[config.mk]
export PLATFORM = sky130hd
export DESIGN_NAME = http_request_header_parser_unit
export DESIGN_NICKNAME = d
export VERILOG_FILES = /design/src/rtl/core/hrhp_pkg.sv /design/src/rtl/core/hrhp_front.sv /design/src/rtl/core/hrhp_queue.sv /design/src/rtl/core/http_request_header_parser_unit.sv
export SDC_FILE = /design/constraint.sdc
export NUM_CORES = 1
export LEC_CHECK = 0
export BUFFER_PORTS_ARGS = -buffer_cell sky130_fd_sc_hd__buf_2
export CAP_MARGIN = 20
export CORE_MARGIN = 3
export CORE_UTILIZATION = 47
export CTS_CLUSTER_DIAMETER = 100
export DETAILED_ROUTE_END_ITERATION = 10
export GPL_ROUTABILITY_DRIVEN = 0
export GPL_TIMING_DRIVEN = 0
export PLACE_DENSITY_LB_ADDON = 0.3
export SETUP_SLACK_MARGIN = 0.02
export SLEW_MARGIN = 20
export SYNTH_ARGS = -nofsm -noshare
export SYNTH_HDL_FRONTEND = slang
export SYNTH_SLANG_ARGS = --single-unit
[constraint.sdc]
create_clock -name clk -period 17.55 [get_ports clk]
set_input_delay 1.755 -clock clk [delete_from_list [all_inputs] [get_ports clk]]
set_output_delay 1.755 -clock clk [all_outputs]
set_load 0.1 [all_outputs]
[src/rtl/core/hrhp_pkg.sv]
// ----------------------------------------------------------------------------
// HTTP request header parser package
// Shared constants, types and the header name table.
// ----------------------------------------------------------------------------
`default_nettype none

package hrhp_pkg;

  localparam int HEAD_LIMIT      = 4096;
  localparam int LINE_LIMIT      = 1024;
  localparam int METHOD_LIMIT    = 16;
  localparam int PATH_LIMIT      = 1024;
  localparam int VERSION_LIMIT   = 16;
  localparam int SEQUENCE_DIGITS = 16;

  localparam int HEAD_CW = $clog2(HEAD_LIMIT + 1);
  localparam int LINE_CW = $clog2(LINE_LIMIT + 1);
  localparam int VAL_W   = 31;
  localparam int NUM_HDR = 5;

  localparam logic [VAL_W-1:0] SAT31 = {VAL_W{1'b1}};

  localparam logic [7:0] CH_CR    = 8'h0D;
  localparam logic [7:0] CH_LF    = 8'h0A;
  localparam logic [7:0] CH_SP    = 8'h20;
  localparam logic [7:0] CH_TAB   = 8'h09;
  localparam logic [7:0] CH_COLON = 8'h3A;

  typedef enum logic [2:0] {
    PH_METHOD  = 3'd0,
    PH_GAP1    = 3'd1,
    PH_PATH    = 3'd2,
    PH_GAP2    = 3'd3,
    PH_VERSION = 3'd4,
    PH_NAME    = 3'd5,
    PH_VALUE   = 3'd6,
    PH_SKIP    = 3'd7
  } phase_t;

  typedef enum logic [1:0] {
    KIND_FIELD  = 2'd0,
    KIND_DONE   = 2'd1,
    KIND_REJECT = 2'd2
  } kind_t;

  // field tags
  localparam logic [2:0] TAG_METHOD  = 3'd0;
  localparam logic [2:0] TAG_PATH    = 3'd1;
  localparam logic [2:0] TAG_VERSION = 3'd2;
  localparam logic [2:0] TAG_HOST    = 3'd3;
  localparam logic [2:0] TAG_AGENT   = 3'd4;
  localparam logic [2:0] TAG_CTYPE   = 3'd5;

  // header ids (0 is none)
  localparam logic [2:0] HDR_NONE  = 3'd0;
  localparam logic [2:0] HDR_HOST  = 3'd1;
  localparam logic [2:0] HDR_AGENT = 3'd2;
  localparam logic [2:0] HDR_CLEN  = 3'd3;
  localparam logic [2:0] HDR_CTYPE = 3'd4;
  localparam logic [2:0] HDR_SEQ   = 3'd5;

  // error causes
  localparam logic [2:0] ERR_NONE  = 3'd0;
  localparam logic [2:0] ERR_HEAD  = 3'd1;
  localparam logic [2:0] ERR_LINE  = 3'd2;
  localparam logic [2:0] ERR_RLINE = 3'd3;
  localparam logic [2:0] ERR_VALUE = 3'd4;

  typedef struct packed {
    kind_t             kind;
    logic [2:0]        tag;
    logic [7:0]        fbyte;
    logic [VAL_W-1:0]  clen;
    logic [VAL_W-1:0]  seq;
    logic [2:0]        cause;
  } result_t;

  typedef struct packed {
    logic full;
    logic empty;
  } q_status_t;

  // length of each header name, lower case
  function automatic logic [3:0] name_len(input logic [2:0] idx);
    logic [3:0] len;
    case (idx)
      3'd0:    len = 4'd4;
      3'd1:    len = 4'd10;
      3'd2:    len = 4'd14;
      3'd3:    len = 4'd12;
      default: len = 4'd15;
    endcase
    return len;
  endfunction

  // lower-case character of a header name at a position
  function automatic logic [7:0] name_char(input logic [2:0] idx, input logic [3:0] pos);
    logic [15:0][7:0] txt;
    case (idx)
      3'd0:    txt = {"host", 96'h0};
      3'd1:    txt = {"user-agent", 48'h0};
      3'd2:    txt = {"content-length", 16'h0};
      3'd3:    txt = {"content-type", 32'h0};
      default: txt = {"sequence-number", 8'h0};
    endcase
    return txt[4'd15 - pos];
  endfunction

endpackage

`default_nettype wire

[src/rtl/core/hrhp_front.sv]
// ----------------------------------------------------------------------------
// HTTP request header parser front end
// Takes one word per cycle while take is high, tracks parse state and forms result records.
// ----------------------------------------------------------------------------
`default_nettype none

module hrhp_front (
  input  wire logic                clk,
  input  wire logic                rst_n,
  input  wire logic                take,
  input  wire logic [7:0]          data_byte,
  output hrhp_pkg::result_t        res,
  output logic                     res_valid
);

  hrhp_pkg::phase_t                 phase_r, phase_nxt;
  logic [hrhp_pkg::HEAD_CW-1:0]     head_r, head_nxt;
  logic [hrhp_pkg::LINE_CW-1:0]     line_r, line_nxt;
  logic [hrhp_pkg::LINE_CW-1:0]     tok_r, tok_nxt;
  logic [hrhp_pkg::NUM_HDR-1:0]     mask_r, mask_nxt;
  logic [2:0]                       active_r, active_nxt;
  logic [hrhp_pkg::VAL_W-1:0]       len_r, len_nxt;
  logic [hrhp_pkg::VAL_W-1:0]       seq_r, seq_nxt;
  logic [1:0]                       term_r, term_nxt;
  logic [1:0]                       vstage_r, vstage_nxt;
  logic                             ddone_r, ddone_nxt;

  // clocked state
  always_ff @(posedge clk) begin
    if (!rst_n) begin
      phase_r  <= hrhp_pkg::PH_METHOD;
      head_r   <= '0;
      line_r   <= '0;
      tok_r    <= '0;
      mask_r   <= '1;
      active_r <= hrhp_pkg::HDR_NONE;
      len_r    <= '0;
      seq_r    <= '0;
      term_r   <= '0;
      vstage_r <= '0;
      ddone_r  <= 1'b0;
    end else if (take) begin
      phase_r  <= phase_nxt;
      head_r   <= head_nxt;
      line_r   <= line_nxt;
      tok_r    <= tok_nxt;
      mask_r   <= mask_nxt;
      active_r <= active_nxt;
      len_r    <= len_nxt;
      seq_r    <= seq_nxt;
      term_r   <= term_nxt;
      vstage_r <= vstage_nxt;
      ddone_r  <= ddone_nxt;
    end
  end

  // decimal accumulate with saturation
  function automatic logic [hrhp_pkg::VAL_W-1:0] acc_digit(
      input logic [hrhp_pkg::VAL_W-1:0] acc, input logic [7:0] b);
    logic [hrhp_pkg::VAL_W+3:0] wide;
    wide = ({4'b0, acc} << 3) + ({4'b0, acc} << 1) + {{hrhp_pkg::VAL_W{1'b0}}, b[3:0]};
    return (wide > {4'b0, hrhp_pkg::SAT31}) ? hrhp_pkg::SAT31
                                            : wide[hrhp_pkg::VAL_W-1:0];
  endfunction

  logic                         is_cr, is_lf, blank, digit, line_end, done;
  logic [7:0]                   lc;
  logic [hrhp_pkg::LINE_CW-1:0] tok_eff, tok_inc, tok_sat;
  logic [hrhp_pkg::NUM_HDR-1:0] alive;
  logic [hrhp_pkg::VAL_W-1:0]   len_upd, seq_upd;

  // next state and result
  always_comb begin
    is_cr  = (data_byte == hrhp_pkg::CH_CR);
    is_lf  = (data_byte == hrhp_pkg::CH_LF);
    blank  = (data_byte == hrhp_pkg::CH_SP) || (data_byte == hrhp_pkg::CH_TAB);
    digit  = (data_byte >= 8'h30) && (data_byte <= 8'h39);
    lc     = ((data_byte >= 8'h41) && (data_byte <= 8'h5A)) ? data_byte + 8'd32 : data_byte;
    line_end = 1'b0;
    done     = 1'b0;

    phase_nxt  = phase_r;
    head_nxt   = head_r;
    line_nxt   = line_r;
    tok_nxt    = tok_r;
    mask_nxt   = mask_r;
    active_nxt = active_r;
    len_nxt    = len_r;
    seq_nxt    = seq_r;
    vstage_nxt = vstage_r;
    ddone_nxt  = ddone_r;
    term_nxt   = '0;

    res       = '0;
    res_valid = 1'b0;

    tok_eff = '0;
    tok_inc = '0;
    tok_sat = '0;
    alive   = '0;
    len_upd = len_r;
    seq_upd = seq_r;

    // track the terminator
    if (is_cr) begin
      term_nxt = (term_r == 2'd2) ? 2'd3 : 2'd1;
      line_end = 1'b1;
    end else if (is_lf) begin
      if (term_r == 2'd3) begin
        done = 1'b1;
      end else if (term_r == 2'd1) begin
        term_nxt = 2'd2;
      end else begin
        line_end = 1'b1;
      end
    end
    if (head_r < hrhp_pkg::HEAD_CW'(hrhp_pkg::HEAD_LIMIT)) begin
      head_nxt = head_r + 1'b1;
    end

    if (done) begin
      // end of head: report unless the head was rejected, and restart
      if (phase_r != hrhp_pkg::PH_SKIP) begin
        res_valid = 1'b1;
        res.kind  = hrhp_pkg::KIND_DONE;
        res.clen  = len_r;
        res.seq   = seq_r;
      end
      phase_nxt  = hrhp_pkg::PH_METHOD;
      head_nxt   = '0;
      line_nxt   = '0;
      tok_nxt    = '0;
      mask_nxt   = '1;
      active_nxt = hrhp_pkg::HDR_NONE;
      len_nxt    = '0;
      seq_nxt    = '0;
      term_nxt   = '0;
      vstage_nxt = '0;
      ddone_nxt  = 1'b0;
    end else if (phase_r == hrhp_pkg::PH_SKIP) begin
      // drop words until the terminator
    end else if (head_nxt >= hrhp_pkg::HEAD_CW'(hrhp_pkg::HEAD_LIMIT - 1)) begin
      res_valid = 1'b1;
      res.kind  = hrhp_pkg::KIND_REJECT;
      res.cause = hrhp_pkg::ERR_HEAD;
      phase_nxt = hrhp_pkg::PH_SKIP;
    end else if (line_end) begin
      // close the line, or reject it if it ends too early
      if (phase_r == hrhp_pkg::PH_METHOD || phase_r == hrhp_pkg::PH_GAP1 ||
          phase_r == hrhp_pkg::PH_PATH || phase_r == hrhp_pkg::PH_GAP2) begin
        res_valid = 1'b1;
        res.kind  = hrhp_pkg::KIND_REJECT;
        res.cause = hrhp_pkg::ERR_RLINE;
        phase_nxt = hrhp_pkg::PH_SKIP;
      end else if (phase_r == hrhp_pkg::PH_VALUE && vstage_r == 2'd0) begin
        res_valid = 1'b1;
        res.kind  = hrhp_pkg::KIND_REJECT;
        res.cause = hrhp_pkg::ERR_VALUE;
        phase_nxt = hrhp_pkg::PH_SKIP;
      end else begin
        phase_nxt  = hrhp_pkg::PH_NAME;
        line_nxt   = '0;
        tok_nxt    = '0;
        mask_nxt   = '1;
        active_nxt = hrhp_pkg::HDR_NONE;
        vstage_nxt = '0;
        ddone_nxt  = 1'b0;
      end
    end else if (!is_lf) begin
      line_nxt = line_r + 1'b1;
      if (line_nxt >= hrhp_pkg::LINE_CW'(hrhp_pkg::LINE_LIMIT)) begin
        res_valid = 1'b1;
        res.kind  = hrhp_pkg::KIND_REJECT;
        res.cause = hrhp_pkg::ERR_LINE;
        phase_nxt = hrhp_pkg::PH_SKIP;
      end else begin
        unique case (phase_r)
          hrhp_pkg::PH_METHOD: begin
            if (blank) begin
              if (tok_r == '0) begin
                res_valid = 1'b1;
                res.kind  = hrhp_pkg::KIND_REJECT;
                res.cause = hrhp_pkg::ERR_RLINE;
                phase_nxt = hrhp_pkg::PH_SKIP;
              end else begin
                phase_nxt = hrhp_pkg::PH_GAP1;
              end
            end else if (tok_r >= hrhp_pkg::LINE_CW'(hrhp_pkg::METHOD_LIMIT - 1)) begin
              res_valid = 1'b1;
              res.kind  = hrhp_pkg::KIND_REJECT;
              res.cause = hrhp_pkg::ERR_RLINE;
              phase_nxt = hrhp_pkg::PH_SKIP;
            end else begin
              tok_nxt   = tok_r + 1'b1;
              res_valid = 1'b1;
              res.kind  = hrhp_pkg::KIND_FIELD;
              res.tag   = hrhp_pkg::TAG_METHOD;
              res.fbyte = data_byte;
            end
          end
          hrhp_pkg::PH_GAP1, hrhp_pkg::PH_PATH: begin
            tok_eff = (phase_r == hrhp_pkg::PH_GAP1) ? '0 : tok_r;
            if (blank) begin
              if (phase_r == hrhp_pkg::PH_PATH) begin
                phase_nxt = hrhp_pkg::PH_GAP2;
              end
            end else if (tok_eff >= hrhp_pkg::LINE_CW'(hrhp_pkg::PATH_LIMIT - 1)) begin
              res_valid = 1'b1;
              res.kind  = hrhp_pkg::KIND_REJECT;
              res.cause = hrhp_pkg::ERR_RLINE;
              phase_nxt = hrhp_pkg::PH_SKIP;
            end else begin
              phase_nxt = hrhp_pkg::PH_PATH;
              tok_nxt   = tok_eff + 1'b1;
              res_valid = 1'b1;
              res.kind  = hrhp_pkg::KIND_FIELD;
              res.tag   = hrhp_pkg::TAG_PATH;
              res.fbyte = data_byte;
            end
          end
          hrhp_pkg::PH_GAP2, hrhp_pkg::PH_VERSION: begin
            tok_eff = (phase_r == hrhp_pkg::PH_GAP2) ? '0 : tok_r;
            if (blank && phase_r == hrhp_pkg::PH_GAP2) begin
              // hold in the gap
            end else if (tok_eff >= hrhp_pkg::LINE_CW'(hrhp_pkg::VERSION_LIMIT - 1)) begin
              res_valid = 1'b1;
              res.kind  = hrhp_pkg::KIND_REJECT;
              res.cause = hrhp_pkg::ERR_RLINE;
              phase_nxt = hrhp_pkg::PH_SKIP;
            end else begin
              phase_nxt = hrhp_pkg::PH_VERSION;
              tok_nxt   = tok_eff + 1'b1;
              res_valid = 1'b1;
              res.kind  = hrhp_pkg::KIND_FIELD;
              res.tag   = hrhp_pkg::TAG_VERSION;
              res.fbyte = data_byte;
            end
          end
          hrhp_pkg::PH_NAME: begin
            // match the name prefix against all headers at once
            if (mask_r != '0) begin
              for (int i = 0; i < hrhp_pkg::NUM_HDR; i++) begin
                alive[i] = mask_r[i] &&
                           (tok_r < hrhp_pkg::LINE_CW'(hrhp_pkg::name_len(3'(i)))) &&
                           (hrhp_pkg::name_char(3'(i), tok_r[3:0]) == lc);
              end
              mask_nxt = alive;
              tok_inc  = tok_r + 1'b1;
              tok_nxt  = tok_inc;
              for (int i = 0; i < hrhp_pkg::NUM_HDR; i++) begin
                if (alive[i] &&
                    tok_inc == hrhp_pkg::LINE_CW'(hrhp_pkg::name_len(3'(i)))) begin
                  active_nxt = 3'(i + 1);
                  phase_nxt  = hrhp_pkg::PH_VALUE;
                  vstage_nxt = 2'd0;
                end
              end
            end
          end
          hrhp_pkg::PH_VALUE: begin
            if (vstage_r == 2'd0) begin
              if (data_byte == hrhp_pkg::CH_COLON) begin
                vstage_nxt = 2'd1;
                tok_nxt    = '0;
                ddone_nxt  = 1'b0;
                if (active_r == hrhp_pkg::HDR_CLEN) len_nxt = '0;
                if (active_r == hrhp_pkg::HDR_SEQ) seq_nxt = '0;
              end
            end else if (!(vstage_r == 2'd1 && blank)) begin
              vstage_nxt = 2'd2;
              tok_sat = (tok_r < hrhp_pkg::LINE_CW'(hrhp_pkg::LINE_LIMIT)) ? tok_r + 1'b1
                                                                         : tok_r;
              tok_nxt = tok_sat;
              if (!ddone_r) begin
                if (!digit) begin
                  ddone_nxt = 1'b1;
                end else begin
                  len_upd = acc_digit(len_r, data_byte);
                  seq_upd = acc_digit(seq_r, data_byte);
                end
              end
              if (active_r == hrhp_pkg::HDR_CLEN) begin
                len_nxt = len_upd;
              end else if (active_r == hrhp_pkg::HDR_SEQ) begin
                if (tok_sat >= hrhp_pkg::LINE_CW'(hrhp_pkg::SEQUENCE_DIGITS)) begin
                  res_valid = 1'b1;
                  res.kind  = hrhp_pkg::KIND_REJECT;
                  res.cause = hrhp_pkg::ERR_VALUE;
                  phase_nxt = hrhp_pkg::PH_SKIP;
                  ddone_nxt = ddone_r;
                end else begin
                  seq_nxt = seq_upd;
                end
              end else begin
                res_valid = 1'b1;
                res.kind  = hrhp_pkg::KIND_FIELD;
                res.fbyte = data_byte;
                case (active_r)
                  hrhp_pkg::HDR_HOST:  res.tag = hrhp_pkg::TAG_HOST;
                  hrhp_pkg::HDR_AGENT: res.tag = hrhp_pkg::TAG_AGENT;
                  default:             res.tag = hrhp_pkg::TAG_CTYPE;
                endcase
              end
            end
          end
          default: begin
          end
        endcase
      end
    end
  end

endmodule

`default_nettype wire

[src/rtl/core/hrhp_queue.sv]
// ----------------------------------------------------------------------------
// HTTP request header parser result queue
// Two-entry queue that parts the front end from the result channel.
// ----------------------------------------------------------------------------
`default_nettype none

module hrhp_queue (
  input  wire logic               clk,
  input  wire logic               rst_n,
  input  wire logic               push,
  input  hrhp_pkg::result_t       push_data,
  input  wire logic               pop,
  output hrhp_pkg::result_t       head,
  output hrhp_pkg::q_status_t     status
);

  hrhp_pkg::result_t mem_r [2];
  logic              wr_ptr_r, wr_ptr_nxt;
  logic              rd_ptr_r, rd_ptr_nxt;
  logic [1:0]        count_r, count_nxt;

  // pointer and count update
  always_comb begin
    wr_ptr_nxt = push ? ~wr_ptr_r : wr_ptr_r;
    rd_ptr_nxt = pop ? ~rd_ptr_r : rd_ptr_r;
    count_nxt  = count_r + {1'b0, push} - {1'b0, pop};
  end

  always_ff @(posedge clk) begin
    if (!rst_n) begin
      wr_ptr_r <= 1'b0;
      rd_ptr_r <= 1'b0;
      count_r  <= '0;
    end else begin
      wr_ptr_r <= wr_ptr_nxt;
      rd_ptr_r <= rd_ptr_nxt;
      count_r  <= count_nxt;
    end
  end

  // store words
  always_ff @(posedge clk) begin
    if (push) begin
      mem_r[wr_ptr_r] <= push_data;
    end
  end

  assign head         = mem_r[rd_ptr_r];
  assign status.full  = (count_r == 2'd2);
  assign status.empty = (count_r == 2'd0);

endmodule

`default_nettype wire

[src/rtl/core/http_request_header_parser_unit.sv]
// ----------------------------------------------------------------------------
// HTTP request header parser unit
// Parses a request head word by word and delivers tagged field bytes,
// a completion record or a reject record.
// ----------------------------------------------------------------------------
//  channel | direction | handshake            | payload
//  in_     | input     | in_valid / in_ready   | in_data_byte
//  out_    | output    | out_valid / out_ready | kind, tag, byte, length, seq, cause
//
//  One word per cycle; a word's result is pushed into the queue as it is accepted.
//  The front end updates all parse state in the cycle a word is accepted.
//  A two-entry result queue sets in_ready: input stalls only when it is full.
//  Reset (rst_n low, synchronous) clears parse state and empties the queue.
// ----------------------------------------------------------------------------
`default_nettype none

module http_request_header_parser_unit (
  input  wire logic        clk,
  input  wire logic        rst_n,
  input  wire logic        in_valid,
  output logic             in_ready,
  input  wire logic [7:0]  in_data_byte,
  output logic             out_valid,
  input  wire logic        out_ready,
  output logic [1:0]       out_result_kind,
  output logic [2:0]       out_field_tag,
  output logic [7:0]       out_field_byte,
  output logic [30:0]      out_content_length,
  output logic [30:0]      out_sequence_number,
  output logic [2:0]       out_error_cause
);

  hrhp_pkg::result_t   fr_res;
  hrhp_pkg::result_t   q_head;
  hrhp_pkg::q_status_t q_stat;
  logic                fr_valid;
  logic                take;
  logic                push;

  // accept a word when the queue has room
  assign in_ready = !q_stat.full;
  assign take     = in_valid && in_ready;
  assign push     = take && fr_valid;

  hrhp_front u_front (
    .clk       (clk),
    .rst_n     (rst_n),
    .take      (take),
    .data_byte (in_data_byte),
    .res       (fr_res),
    .res_valid (fr_valid)
  );

  hrhp_queue u_queue (
    .clk       (clk),
    .rst_n     (rst_n),
    .push      (push),
    .push_data (fr_res),
    .pop       (out_valid && out_ready),
    .head      (q_head),
    .status    (q_stat)
  );

  // drive result ports from the queue head
  assign out_valid           = !q_stat.empty;
  assign out_result_kind     = q_head.kind;
  assign out_field_tag       = q_head.tag;
  assign out_field_byte      = q_head.fbyte;
  assign out_content_length  = q_head.clen;
  assign out_sequence_number = q_head.seq;
  assign out_error_cause     = q_head.cause;

`ifndef SYNTHESIS
  a_no_overflow: assert property (@(posedge clk) disable iff (!rst_n)
    push |-> !q_stat.full)
    else $error("result queue overflow");

  a_push_shows: assert property (@(posedge clk) disable iff (!rst_n)
    push |=> out_valid)
    else $error("pushed result not visible");

  a_reject_cause: assert property (@(posedge clk) disable iff (!rst_n)
    (push && fr_res.kind == hrhp_pkg::KIND_REJECT) |-> (fr_res.cause != hrhp_pkg::ERR_NONE))
    else $error("reject without cause");
`endif

endmodule

`default_nettype wire

# Word-level counts from Yosys, hierarchy flattened
# Memory sizes are Yosys's and may differ from the RTL's. A register that Yosys moved wholly into a read port is not among the register bits.
# Index checks and enable logic that the tools add are counted.
# word_totals
reg_bits,117
mem_bits_rw,156
inputBits,12
out_inout_bits,80
wordCells,507
mem_count,1
# memory_table
memory,depth,word_bits,rd,rd_clocked_by_memory_dff,wr,line,source
u_queue.mem_r,2,78,1,1,1,hrhp_queue.sv:17,hrhp_pkg::result_t mem_r [2];
# classes
n_addsub,13
n_lt_le_gt_ge,20
n_eq_ne,70
muxes,331
n_bitwise,2
reduce_logical,56
# op_table
op,count
128-bit 2-to-1 mux,40
31-bit 2-to-1 mux,32
11-bit 2-to-1 mux,32
3-bit 2-to-1 mux,56
8-bit binary-select mux with 4-bit select,5
4-bit 2-to-1 mux,40
62-bit 2-to-1 mux,2
13-bit 2-to-1 mux,9
2-bit 2-to-1 mux,42
34-bit by 32-bit adder with 35-bit output,2
35-bit by 4-bit adder with 35-bit output,2
"35-bit by 31-bit greater-than comparator with 1-bit output, second input constant",2
8-bit 2-to-1 mux,7
11-bit by 4-bit equality test with 1-bit output,5
11-bit by 4-bit < comparator with 1-bit output,5
11-bit one-hot mux with 5 select lines,1
13-bit one-hot mux with 4 select lines,1
5-bit 2-to-1 mux,10
1-bit 2-to-1 mux,47
"11-bit by 1-bit adder with 11-bit output, second input constant",4
8-bit equality test,5
"6-bit by 3-bit inequality test with 1-bit output, second input constant",5
14-bit AND reduction,2
"8-bit by 4-bit equality test with 1-bit output, second input constant",3
65 further kinds,133

# Depth between registers and ports, before layout
# Gate-level depths: netlist of run 1.
# depth
word_depth,27
ltp_mapped,15
mapped_depth_nobuf,13

# Hierarchy
# Synthesis of run 1 repeated with hierarchy kept, for this count alone.
# hier_totals
cells_unflattened,2025
area_unflattened_um2,18900.6
# by_module_without_submodules
mod,instances,cells_per_inst,area_per_inst_um2,seq_area_each_um2
hrhp_front,1,1756,12938.7,2262.2
hrhp_queue,1,264,5933.2,4784.6
http_request_header_parser_unit,1,5,28.8,0.0

# Worst setup path before layout of run 1
# No wires, ideal clock.
# synth_timing
path_kind,input -> register
startpoint,input port in_data_byte[3]
endpoint,"memory u_queue.mem_r[0][0] (netlist bit), enable pin"
setup_ps,525
arrival_ps,6926
required_ps,17025
setup_slack_ps,10099
path_stages,8
path_buffers,1
path_cell_list,clkbuf_1 -> and3b_1 -> o211ai_1 -> nor3b_1 -> nor4_1 -> o41ai_1 -> a31oi_1 -> nor2b_1
# synth_between
elab_chain_len,15
elab_cells_between_ends,26
cone_classes,4 x eq/ne; 18 x mux; 4 x reduce/logical
# synth_lines
item,line,source
start: declaration,http_request_header_parser_unit.sv:22,"input wire logic [7:0] in_data_byte,"
8-bit by 6-bit equality test with 1-bit output or 8-bit by 4-bit equality test with 1-bit output (tied branches),hrhp_front.sv:76,blank = (data_byte == hrhp_pkg::CH_SP) || (data_byte == hrhp_pkg::CH_TAB);
1-bit logical OR,hrhp_front.sv:76,
1-bit logical AND,hrhp_front.sv:269,end else if (!(vstage_r == 2'd1 && blank)) begin
1-bit 2-to-1 mux,hrhp_front.sv:269,
1-bit 2-to-1 mux,hrhp_front.sv:261,if (vstage_r == 2'd0) begin
1-bit one-hot mux with 4 select lines,hrhp_front.sv:177,unique case (phase_r)
1-bit 2-to-1 mux,hrhp_front.sv:171,if (line_nxt >= hrhp_pkg::LINE_CW'(hrhp_pkg::LINE_LIMIT)) begin
1-bit 2-to-1 mux,hrhp_front.sv:169,end else if (!is_lf) begin
1-bit 2-to-1 mux,hrhp_front.sv:147,end else if (line_end) begin
1-bit 2-to-1 mux,hrhp_front.sv:142,end else if (head_nxt >= hrhp_pkg::HEAD_CW'(hrhp_pkg::HEAD_LIMIT - 1)) begin
1-bit 2-to-1 mux,hrhp_front.sv:140,end else if (phase_r == hrhp_pkg::PH_SKIP) begin
1-bit 2-to-1 mux *,hrhp_front.sv:121,if (done) begin
1-bit logical AND *,http_request_header_parser_unit.sv:43,assign push = take && fr_valid;
1-bit 2-to-1 mux *,hrhp_queue.sv:43,if (push) begin
1-bit 2-to-1 mux (not written as such) *,hrhp_queue.sv:44,mem_r[wr_ptr_r] <= push_data;
end: declaration,hrhp_queue.sv:17,
# Every way passes the cells marked *; elsewhere a longest branch is shown, timed or not.

# Worst setup path in the final report of run 1
# layout_timing
startpoint,input port in_data_byte[3]
endpoint,register u_front.len_r[19] (netlist bit)
# layout_between
elab_chain_len,15
elab_cells_between_ends,41
cone_classes,1 x add/sub; 3 x order compare; 13 x eq/ne; 17 x mux; 7 x reduce/logical
# layout_lines
item,line,source
35-bit by 4-bit adder with 35-bit output,hrhp_front.sv:61,"wide = ({4'b0, acc} << 3) + ({4'b0, acc} << 1) + {{hrhp_pkg::VAL_W{1'b0}}, b[3:0]};"
35-bit by 31-bit greater-than comparator with 1-bit output,hrhp_front.sv:62,"return (wide > {4'b0, hrhp_pkg::SAT31}) ? hrhp_pkg::SAT31"
31-bit 2-to-1 mux,hrhp_front.sv:62,
31-bit 2-to-1 mux,hrhp_front.sv:275,if (!digit) begin
31-bit 2-to-1 mux,hrhp_front.sv:274,if (!ddone_r) begin
31-bit 2-to-1 mux,hrhp_front.sv:282,if (active_r == hrhp_pkg::HDR_CLEN) begin
31-bit 2-to-1 mux,hrhp_front.sv:269,
31-bit 2-to-1 mux,hrhp_front.sv:261,
31-bit 2-to-1 mux,hrhp_front.sv:177,
31-bit 2-to-1 mux,hrhp_front.sv:171,
31-bit 2-to-1 mux,hrhp_front.sv:169,
31-bit 2-to-1 mux,hrhp_front.sv:147,
31-bit 2-to-1 mux,hrhp_front.sv:142,
31-bit 2-to-1 mux,hrhp_front.sv:140,
31-bit 2-to-1 mux,hrhp_front.sv:121,
end signal: assignment,hrhp_front.sv:49,len_r <= len_nxt;
end: declaration,hrhp_front.sv:22,"logic [hrhp_pkg::VAL_W-1:0] len_r, len_nxt;"
# Parallel ways exist; a longest one is shown, timed or not. The select of a mux whose other input is x is not followed.
# A chain may end at the register's enable or synchronous reset.

==> results of run 1 <==
-- report_power, final --
group | switching [uW] | internal, uW
Sequential | 21.6 | 768
Clock | 268 | 367
Combinational | 791 | 208
Total | 1080 | 1340
-- state kept, by name (all words and copies together) (netlist names), 3 cells and up, named ones only --
signal / flops
u_queue.mem_r: 156
u_front.len_r: 31
u_front.seq_r: 31
u_front.head_r: 13
u_front.line_r: 11
u_front.tok_r: 11
u_front.mask_r: 5
u_front.active_r: 3
u_front.phase_r: 3
-- layout make-up --
class,count,area (sq um),share of cell area [%]
multi-input cells,1480,10700,51.8
flip-flops and latches,274,7050,34.3
clock buffers,40,840,4.08
well taps,511,639,3.11
plain buffers,124,542,2.63
repair buffers,93,541,2.63
clock inverters,16,160,0.778
inverters,41,154,0.748
-- path summary, 6_finish.rpt --
check                                                       to  slack, ns  cells after the start
worst max-delay path            u_front.len_r[19]$_SDFFE_PN0P_      11.73                     15
worst min-delay path            u_front.line_r[1]$_SDFFE_PN0P_       0.48                      2
worst max register to register  u_queue.mem_r[0][69]$_DFFE_PP_      12.82                     13
worst min register to register  u_front.line_r[1]$_SDFFE_PN0P_       0.48                      2
-- critical path: stages --
cell	delay, ns
sky130_fd_sc_hd__buf_2	0.23
sky130_fd_sc_hd__inv_1	0.21
sky130_fd_sc_hd__fa_1	0.56
sky130_fd_sc_hd__inv_1	0.07
sky130_fd_sc_hd__fa_1	0.46
sky130_fd_sc_hd__a21o_1	0.19
sky130_fd_sc_hd__a211o_1	0.31
sky130_fd_sc_hd__a211oi_1	0.44
sky130_fd_sc_hd__nor3_1	0.17
sky130_fd_sc_hd__o31ai_2	0.50
sky130_fd_sc_hd__o31a_1	0.26
sky130_fd_sc_hd__nor2_1	0.08
sky130_fd_sc_hd__o41ai_2	0.45
sky130_fd_sc_hd__clkbuf_1	0.44
sky130_fd_sc_hd__nand2_1	0.11
-- per-layer routing --
layer / wire length [um] / vias to the layer above
met5: 0 / -
met4: 1520 / 0
li1: - / 7472
met3: 3810 / 110
met1: 22500 / 7651
met2: 22500 / 644
-- cell usage after synthesis (6+ instances only) --
cell type	number	share of area [%]
sky130_fd_sc_hd__nand2_1	157	3.2
sky130_fd_sc_hd__edfxtp_1	156	25
sky130_fd_sc_hd__ha_1	143	9.7
sky130_fd_sc_hd__dfxtp_1	118	13
sky130_fd_sc_hd__a21oi_1	111	3.0
sky130_fd_sc_hd__nor2_1	111	2.3
sky130_fd_sc_hd__o21ai_0	91	2.5
sky130_fd_sc_hd__clkbuf_1	87	1.8
sky130_fd_sc_hd__mux2_2	83	5.1
sky130_fd_sc_hd__and3_1	75	2.6
sky130_fd_sc_hd__xnor2_1	51	2.4
sky130_fd_sc_hd__nand3_1	46	1.3
sky130_fd_sc_hd__xor2_1	44	2.1
sky130_fd_sc_hd__and2_1	40	1.4
sky130_fd_sc_hd__inv_1	40	0.82
sky130_fd_sc_hd__a21o_1	37	1.5
sky130_fd_sc_hd__nor3_1	37	1.0
sky130_fd_sc_hd__a22oi_1	33	1.3
sky130_fd_sc_hd__nand4_1	29	0.99
sky130_fd_sc_hd__a31oi_1	25	0.85
sky130_fd_sc_hd__nor2b_1	25	0.85
sky130_fd_sc_hd__a221o_1	23	1.3
sky130_fd_sc_hd__buf_2	22	0.60
sky130_fd_sc_hd__nand2b_1	20	0.68
sky130_fd_sc_hd__o21a_1	19	0.78
sky130_fd_sc_hd__mux2i_1	18	0.98
sky130_fd_sc_hd__a211oi_1	16	0.65
sky130_fd_sc_hd__nor4_1	15	0.51
sky130_fd_sc_hd__o211ai_1	13	0.53
sky130_fd_sc_hd__or3_1	13	0.44
sky130_fd_sc_hd__nor3b_1	12	0.49
sky130_fd_sc_hd__o21bai_1	12	0.49
sky130_fd_sc_hd__a211o_1	9	0.43
sky130_fd_sc_hd__a21boi_0	9	0.37
sky130_fd_sc_hd__and4_1	9	0.43
sky130_fd_sc_hd__buf_1	9	0.18
sky130_fd_sc_hd__nand3b_1	8	0.33
sky130_fd_sc_hd__o31ai_1	8	0.33
sky130_fd_sc_hd__or2_2	8	0.27
sky130_fd_sc_hd__or4_1	7	0.29
sky130_fd_sc_hd__a221o_2	6	0.37
sky130_fd_sc_hd__o41ai_1	6	0.29
-- kinds of logic after synthesis --
| logic type | Yosys count |
|---|---|
| adders and majority gates | 148 |
| and+or+nand+nor | 633 |
| AOI/OAI and AO/OA | 500 |
| muxes | 104 |
| buffers and inverters | 165 |
| xor gates and xnor gates | 95 |
| DFF | 274 |
-- through the flow --
step,util (%),power (uW),cells
after CTS,54.0,2440,2579
after global placement,51.1,1790,2519
after detailed placement,51.4,1800,2523
after floorplan,-,1620,1919
after global routing,54.0,2510,2579
final,54.0,2420,2579
==> metrics.md, run 1 <==
| Metric | Value |
|---|---|
| Met1 Use GR | 33.0% |
| Compound-Gate Fraction of Synth Area | between 10% and 20% |
| Post-DR wirelength/cell | about 19 um |
| Area after DPL | between 15000 and 20000 sq um |
| Worst hold path startpoint | u_front.line_r[1]$_SDFFE_PN0P_ |
| Number of filler cells placed in the layout | around 3400 |
| Post-synthesis instance area | ~18000 sq um |
| Most frequent standard cell in the layout excluding fill and tap cells | sky130_fd_sc_hd__nand2_1 |
| Register area share after synthesis | around two fifths |
| Maximum level of the CTS H-tree | 1 |
| Tmin final | around 5.8 ns |
| Clk slew on worst S/H paths | about 0.06 ns |
| Total die area | about 42000 sq um |
| CTS tree | done |
| Synth Area in Simple Gates | 17.9% |
| Category of the most critical setup path | in -> reg |
| Number of violations reported at the end of detailed-routing iteration 0 | between 1500 and 2000 |
| Instance count of the mapped netlist | ~1900 |
| Warning count from the yosys run | 0 |
| IO buf count | 89 |
| Relative slew slack | between 20% and 30% |
| Data required time at the worst endpoint | about 18 ns |
| Top_reg_cell synth | sky130_fd_sc_hd__edfxtp_1 |
| Leakage power summed over all cells | 0.00881 uW |
| Maximum fanout count along the critical path | 10 |
| Worst setup margin | 11.73 ns |
| CP startpoint | in_data_byte[3] |
| Flip-flop and latch count after synthesis | ~270 |
| Result of the run | complete, no violations |
| Clock Skew | between 0.02 and 0.025 ns |
| Syn Nets | 2078 |
| Path type of the worst min-delay path | reg -> reg |
| Kind of capture point of the worst setup path | flop |
| Synthesis-to-layout area growth | 11.9% |
| Sum Neg Setup Slack | 0 ns |
| Later-pin clock latency in the skew report | slightly below 0.6 ns |
| Detailed Routing Iterations Pass 1 | 7 |
| Met3 usage | 4.09% |
| Post-route cell area | 20600 sq um |
| Count of maximum capacitance violations | 0 |
| Met2 layer usage reported by global route | 37.4% |
| Minimum setup slack after placement | around 11 ns |
| Busiest metal layer after global routing | met2 |
| Arithmetic-cell share of the synthesized area counting full adders, half adders and majority gates | between 10% and 20% |
| Largest net degree at the start of global routing | between 40 and 50 |
| Critical R2R Launch | u_front.tok_r[1]$_SDFFE_PN0P_ |
| Post-CTS setup repair buffer count | 0 |
| Fraction of synthesis flops using an asynchronous set or reset pin | 0% |
| Maximum frequency from static timing analysis | around 170 MHz |
| Final WL | a little over 50000 um |
| Final hold viol count | 0 |
| Net total in the final layout | roughly 2200 |
| Distinct cell type count after synthesis | 97 |
| GRT Util Overall | around a quarter |
| Transition time of the tightest slew-check pin | 1.10 ns |
| Number of CTS-inserted buffers | 30 |
| Data arrival time of the worst path | 6.27 ns |
| RSZ-0062 raised after global routing | false |
| Proportion of synthesized area in mux cells | 6.37% |
| Total number of vias | about 16000 |
| Effective utilization at floorplan | around half |
| Worst slack on hold paths | around 0.48 ns |
| Share of layout cells above drive strength 1 | roughly 14% |
| DRC Markers | 0 |
| Cts repair resizes | 0 |
| Hold buffer count at CTS | 0 |
| Number of enable-type register cells in the synthesized netlist | 156 |
| Total gr overflow | 0 |
| Count of antenna diodes in the layout | 0 |
| Remaining antenna violation count after routing | 0 |
| Number of rows created at floorplan | 71 |
| Vias in the first global route | ~15000 |
| HPWL after detailed placement | approximately 37000 um |
| Number of primary I/O pins | just over 90 |
| Number of setup violations in the final report | 0 |
| Initial antenna violation count | 0 |
| Buffer levels on the longest clock path | 3 |
| Detail-routed via count per cell | around 6 |
| Most frequent cells in the layout | sky130_fd_sc_hd__nand2_1, sky130_fd_sc_hd__edfxtp_1, sky130_fd_sc_hd__ha_1, sky130_fd_sc_hd__dfxtp_1 |
| Chip height | 204 um |
| First-pass GRT wire length | ~80000 um |
| Critical path startpoint category | input pin |
| Root Buffer | sky130_fd_sc_hd__clkbuf_16 |
| Power Dens Cells | 118 nW/um^2 |
| Core ar. | between 30000 and 40000 sq um |
| Peak supply drop | around 0.13 mV |
| CTS sink count | roughly 270 |
| Main combinational cell family by area after synthesis | compound AO/OA/AOI/OAI gates |
| Die Wd | 204 um |
| Area share of xor/xnor cells in the synthesized design | 4.53% |
| Final worst path period share | between 30% and 40% |
| Number of pins with negative max-slew slack in the final report | 0 |
| Mean post-synth cell area | 9.58 sq um |
(Power assumes the default switching activity.)
==> run 2: changes to the inputs <==
--- a/config.mk
+++ b/config.mk
@@ -5,6 +5,7 @@
 export SDC_FILE = /design/constraint.sdc
 export NUM_CORES = 1
 export LEC_CHECK = 0
+export ABC_AREA = 1
 export BUFFER_PORTS_ARGS = -buffer_cell sky130_fd_sc_hd__buf_2
 export CAP_MARGIN = 20
 export CORE_MARGIN = 3
==> constraint.sdc (replaced) <==
create_clock -name clk -period 4.9 [get_ports clk]
set_input_delay 0.49 -clock clk [delete_from_list [all_inputs] [get_ports clk]]
set_output_delay 0.49 -clock clk [all_outputs]
set_load 0.1 [all_outputs]
==> run 2 against run 1 <==
Total power grew to 4.2 times the previous value. Sequential power grew to 3.9 times the previous value. Count of clock-buffer cells in the layout is 2 lower. Via count is 9.4% higher. Cell count is 19% higher. Routed wire length is 4.9% higher. Synthesized cell count is 25% higher. Worst setup slack worse by 11 ns. Clock skew is 0.015 ns higher. Sequential share of layout area is 0.68 points lower. Hold slack worse by 0.17 ns. First-iteration DRC count is 8.8% higher. Critical path type is now reg -> out. Critical endpoint is now out_field_byte[7]. Largest cell class unchanged.
==> metrics.md, run 2 <==
| Metric | Value |
|---|---|
| Number of filler cells placed in the layout | between 3000 and 4000 |
| Clock Skew | about 0.036 ns |
| Post-DR wirelength/cell | around 17 um |
| Kind of capture point of the worst setup path | primary output |
| Final worst path period share | between 80% and 90% |
| Net total in the final layout | 2689 |
| Post-synthesis instance area | 18700 sq um |
| Multi-input logic area | between 10000 and 15000 sq um |
| Relative slew slack | between 30% and 40% |
| Root Buffer | sky130_fd_sc_hd__clkbuf_16 |
| Core ar. | a little under 40000 sq um |
| Total number of vias | ~17000 |
| CTS sink count | about 270 |
| Syn Nets | between 2000 and 3000 |
| Warning count from the yosys run | 0 |
| Most numerous cell in the Yosys netlist | sky130_fd_sc_hd__nand2_1 |
| Most frequent standard cell in the layout excluding fill and tap cells | sky130_fd_sc_hd__nand2_1 |
| Later-pin clock latency in the skew report | just under 0.6 ns |
| Sum Neg Setup Slack | 0 ns |
| Number of rows created at floorplan | just over 70 |
| Final WL | between 50000 and 60000 um |
| Instance count of the mapped netlist | around 2400 |
| Cts repair resizes | 0 |
| Buffer levels on the longest clock path | 3 |
| Synthesis-to-layout area growth | 12.0% |
| Top_reg_cell synth | sky130_fd_sc_hd__edfxtp_1 |
| Most area-consuming cells after synthesis | sky130_fd_sc_hd__edfxtp_1, sky130_fd_sc_hd__dfxtp_1, sky130_fd_sc_hd__nand2_1 |
| Share of layout cells above drive strength 1 | between 10% and 20% |
| Peak supply drop | ~0.42 mV |
| Total gr overflow | 0 |
| Effective utilization at floorplan | between 40% and 50% |
| Data arrival time of the worst path | about 3.7 ns |
| Number of primary I/O pins | between 90 and 100 |
| Result of the run | complete, no violations |
| Worst slack on hold paths | about 0.31 ns |
| Hold buffer count at CTS | 0 |
| Initial antenna violation count | 0 |
| Critical path startpoint category | flop |
| Remaining antenna violation count after routing | 0 |
| Register area share after synthesis | between 30% and 40% |
| DRC Markers | 0 |
| Largest net degree at the start of global routing | 56 |
| Area after DPL | about 20000 sq um |
| Data required time at the worst endpoint | between 4 and 5 ns |
| Maximum frequency from static timing analysis | 239 MHz |
| PnR Total Power | around 10000 uW |
| GRT Util Overall | 24.3% |
| Number of violations reported at the end of detailed-routing iteration 0 | roughly 1800 |
| Count of antenna diodes in the layout | 0 |
| First-pass GRT wire length | approximately 84000 um |
| Detail-routed via count per cell | 5.66 |
| Path type of the worst min-delay path | in -> reg |
| Post-CTS setup repair buffer count | 0 |
| Power Dens Cells | 483 nW/um^2 |
| Distinct cell type count after synthesis | between 50 and 60 |
| Clk slew on worst S/H paths | about 0.060 ns |
| Detailed Routing Iterations Pass 1 | 6 |
| Maximum fanout count along the critical path | 10 |
| Tmin final | 4.18 ns |
| RSZ-0062 raised after global routing | false |
| Count of maximum capacitance violations | 0 |
| Leading cell types by count after synthesis | sky130_fd_sc_hd__nand2_1, sky130_fd_sc_hd__nor2_1, sky130_fd_sc_hd__inv_1, sky130_fd_sc_hd__a21oi_1, sky130_fd_sc_hd__nand3_1 |
| Final hold viol count | 0 |
| IO buf count | 90 |
| Post-synthesis cell type with the largest combined area | sky130_fd_sc_hd__edfxtp_1 |
| Most frequent cells in the layout | sky130_fd_sc_hd__nand2_1, sky130_fd_sc_hd__nor2_1, sky130_fd_sc_hd__inv_1, sky130_fd_sc_hd__a21oi_1, sky130_fd_sc_hd__nand3_1 |
| Category of the most critical setup path | reg -> out |
| Maximum level of the CTS H-tree | 1 |
| Transition time of the tightest slew-check pin | 0.996 ns |
| Registers with the most flip-flops | u_queue.mem_r: 156 flops, u_front.len_r: 31 flops, u_front.seq_r: 31 flops |
| Number of CTS-inserted buffers | 30 |
| Vias in the first global route | 16400 |
| Post-route cell area | 21000 sq um |
| Flip-flop count of the largest register after layout | around 160 |
| Fraction of synthesis flops using an asynchronous set or reset pin | 0% |
| Flip-flop and latch count after synthesis | about 270 |
| Number of enable-type register cells in the synthesized netlist | 156 |
| Mean post-synth cell area | 7.80 sq um |
| Register area | 7050 sq um |
| Chip height | 206 um |
| Most flops, register | u_queue.mem_r |
| CTS tree | done |
| Number of pins with negative max-slew slack in the final report | 0 |
| HPWL after detailed placement | roughly 40000 um |
| Leakage power summed over all cells | 0.00908 uW |
| Share of the synthesized area in the top cell type | around 25% |
| Die Wd | 206 um |
| Number of setup violations in the final report | 0 |
| Total die area | ~42000 sq um |
## run 2: cell type report
| cell class | count | share of cell area (%) |
|---|---|---|
| Multi-Input combinational cell | 1802 | 49.4 |
| Sequential cell | 274 | 33.6 |
| Inverter | 245 | 4.41 |
| Clock buffer | 38 | 3.92 |
| Tap cell | 518 | 3.09 |
| Timing Repair Buffer | 95 | 2.77 |
| Buffer | 82 | 1.88 |
| Clock inverter | 18 | 0.924 |
## run 2: metal layers
layer	wire length (um)	GRT usage, %	part of all wire (%)	up-vias
met1	22400	32.9	42	7988
met2	23900	40.0	45	820
met5	0	0	0	-
li1	-	-	-	8429
met4	1910	8.40	3.6	0
met3	4530	3.54	8.6	137
## run 2: kinds of logic after synthesis
| family | Yosys count | share of synthesized area, % |
|---|---|---|
| mux | 78 | 4.69 |
| fa+ha+maj | 147 | 9.98 |
| compound gates | 404 | 11.8 |
| simple gates | 1099 | 25.4 |
| buf+inv | 327 | 7.03 |
| xor+xnor | 74 | 3.46 |
| flops | 274 | 37.6 |
## run 2: worst paths after layout
kind,endpoint,slack (ns),startpoint,depth (start not counted)
setup reg to reg,u_front.seq_r[30]$_SDFFE_PN0P_,0.82,u_front.seq_r[0]$_SDFFE_PN0P_,19
setup / recovery,out_field_byte[7],0.72,flop,5
hold reg to reg,flop,0.46,u_queue.rd_ptr_r$_SDFFE_PN0P_,1
hold / removal,flop,0.31,out_ready,4
## run 2: power breakdown
part / switching, uW / total [uW] / internal (uW)
logic: 3790 / 4780 / 995
registers: 124 / 3060 / 2930
clock network: 950 / 2300 / 1350
total: 4860 / 10100 / 5280
## run 2: critical path, stage by stage, from the launching register on
cell and delay [ns]:
sky130_fd_sc_hd__dfxtp_1 0.31, sky130_fd_sc_hd__clkbuf_1 0.56, sky130_fd_sc_hd__clkbuf_1 0.70, sky130_fd_sc_hd__buf_1 0.78
sky130_fd_sc_hd__mux2_2 0.34, sky130_fd_sc_hd__buf_2 0.43
## run 2: metrics by stage
stage	std cells	utilization [%]	setup slack, ns
2_1_floorplan	2403	-	0.627
3_3_place_gp	3011	50.8	-1.59
3_5_place_dp	3016	51.2	0.484
4_1_cts	3072	53.8	0.572
5_1_grt	3072	53.8	0.487
6_report	3072	53.8	0.718
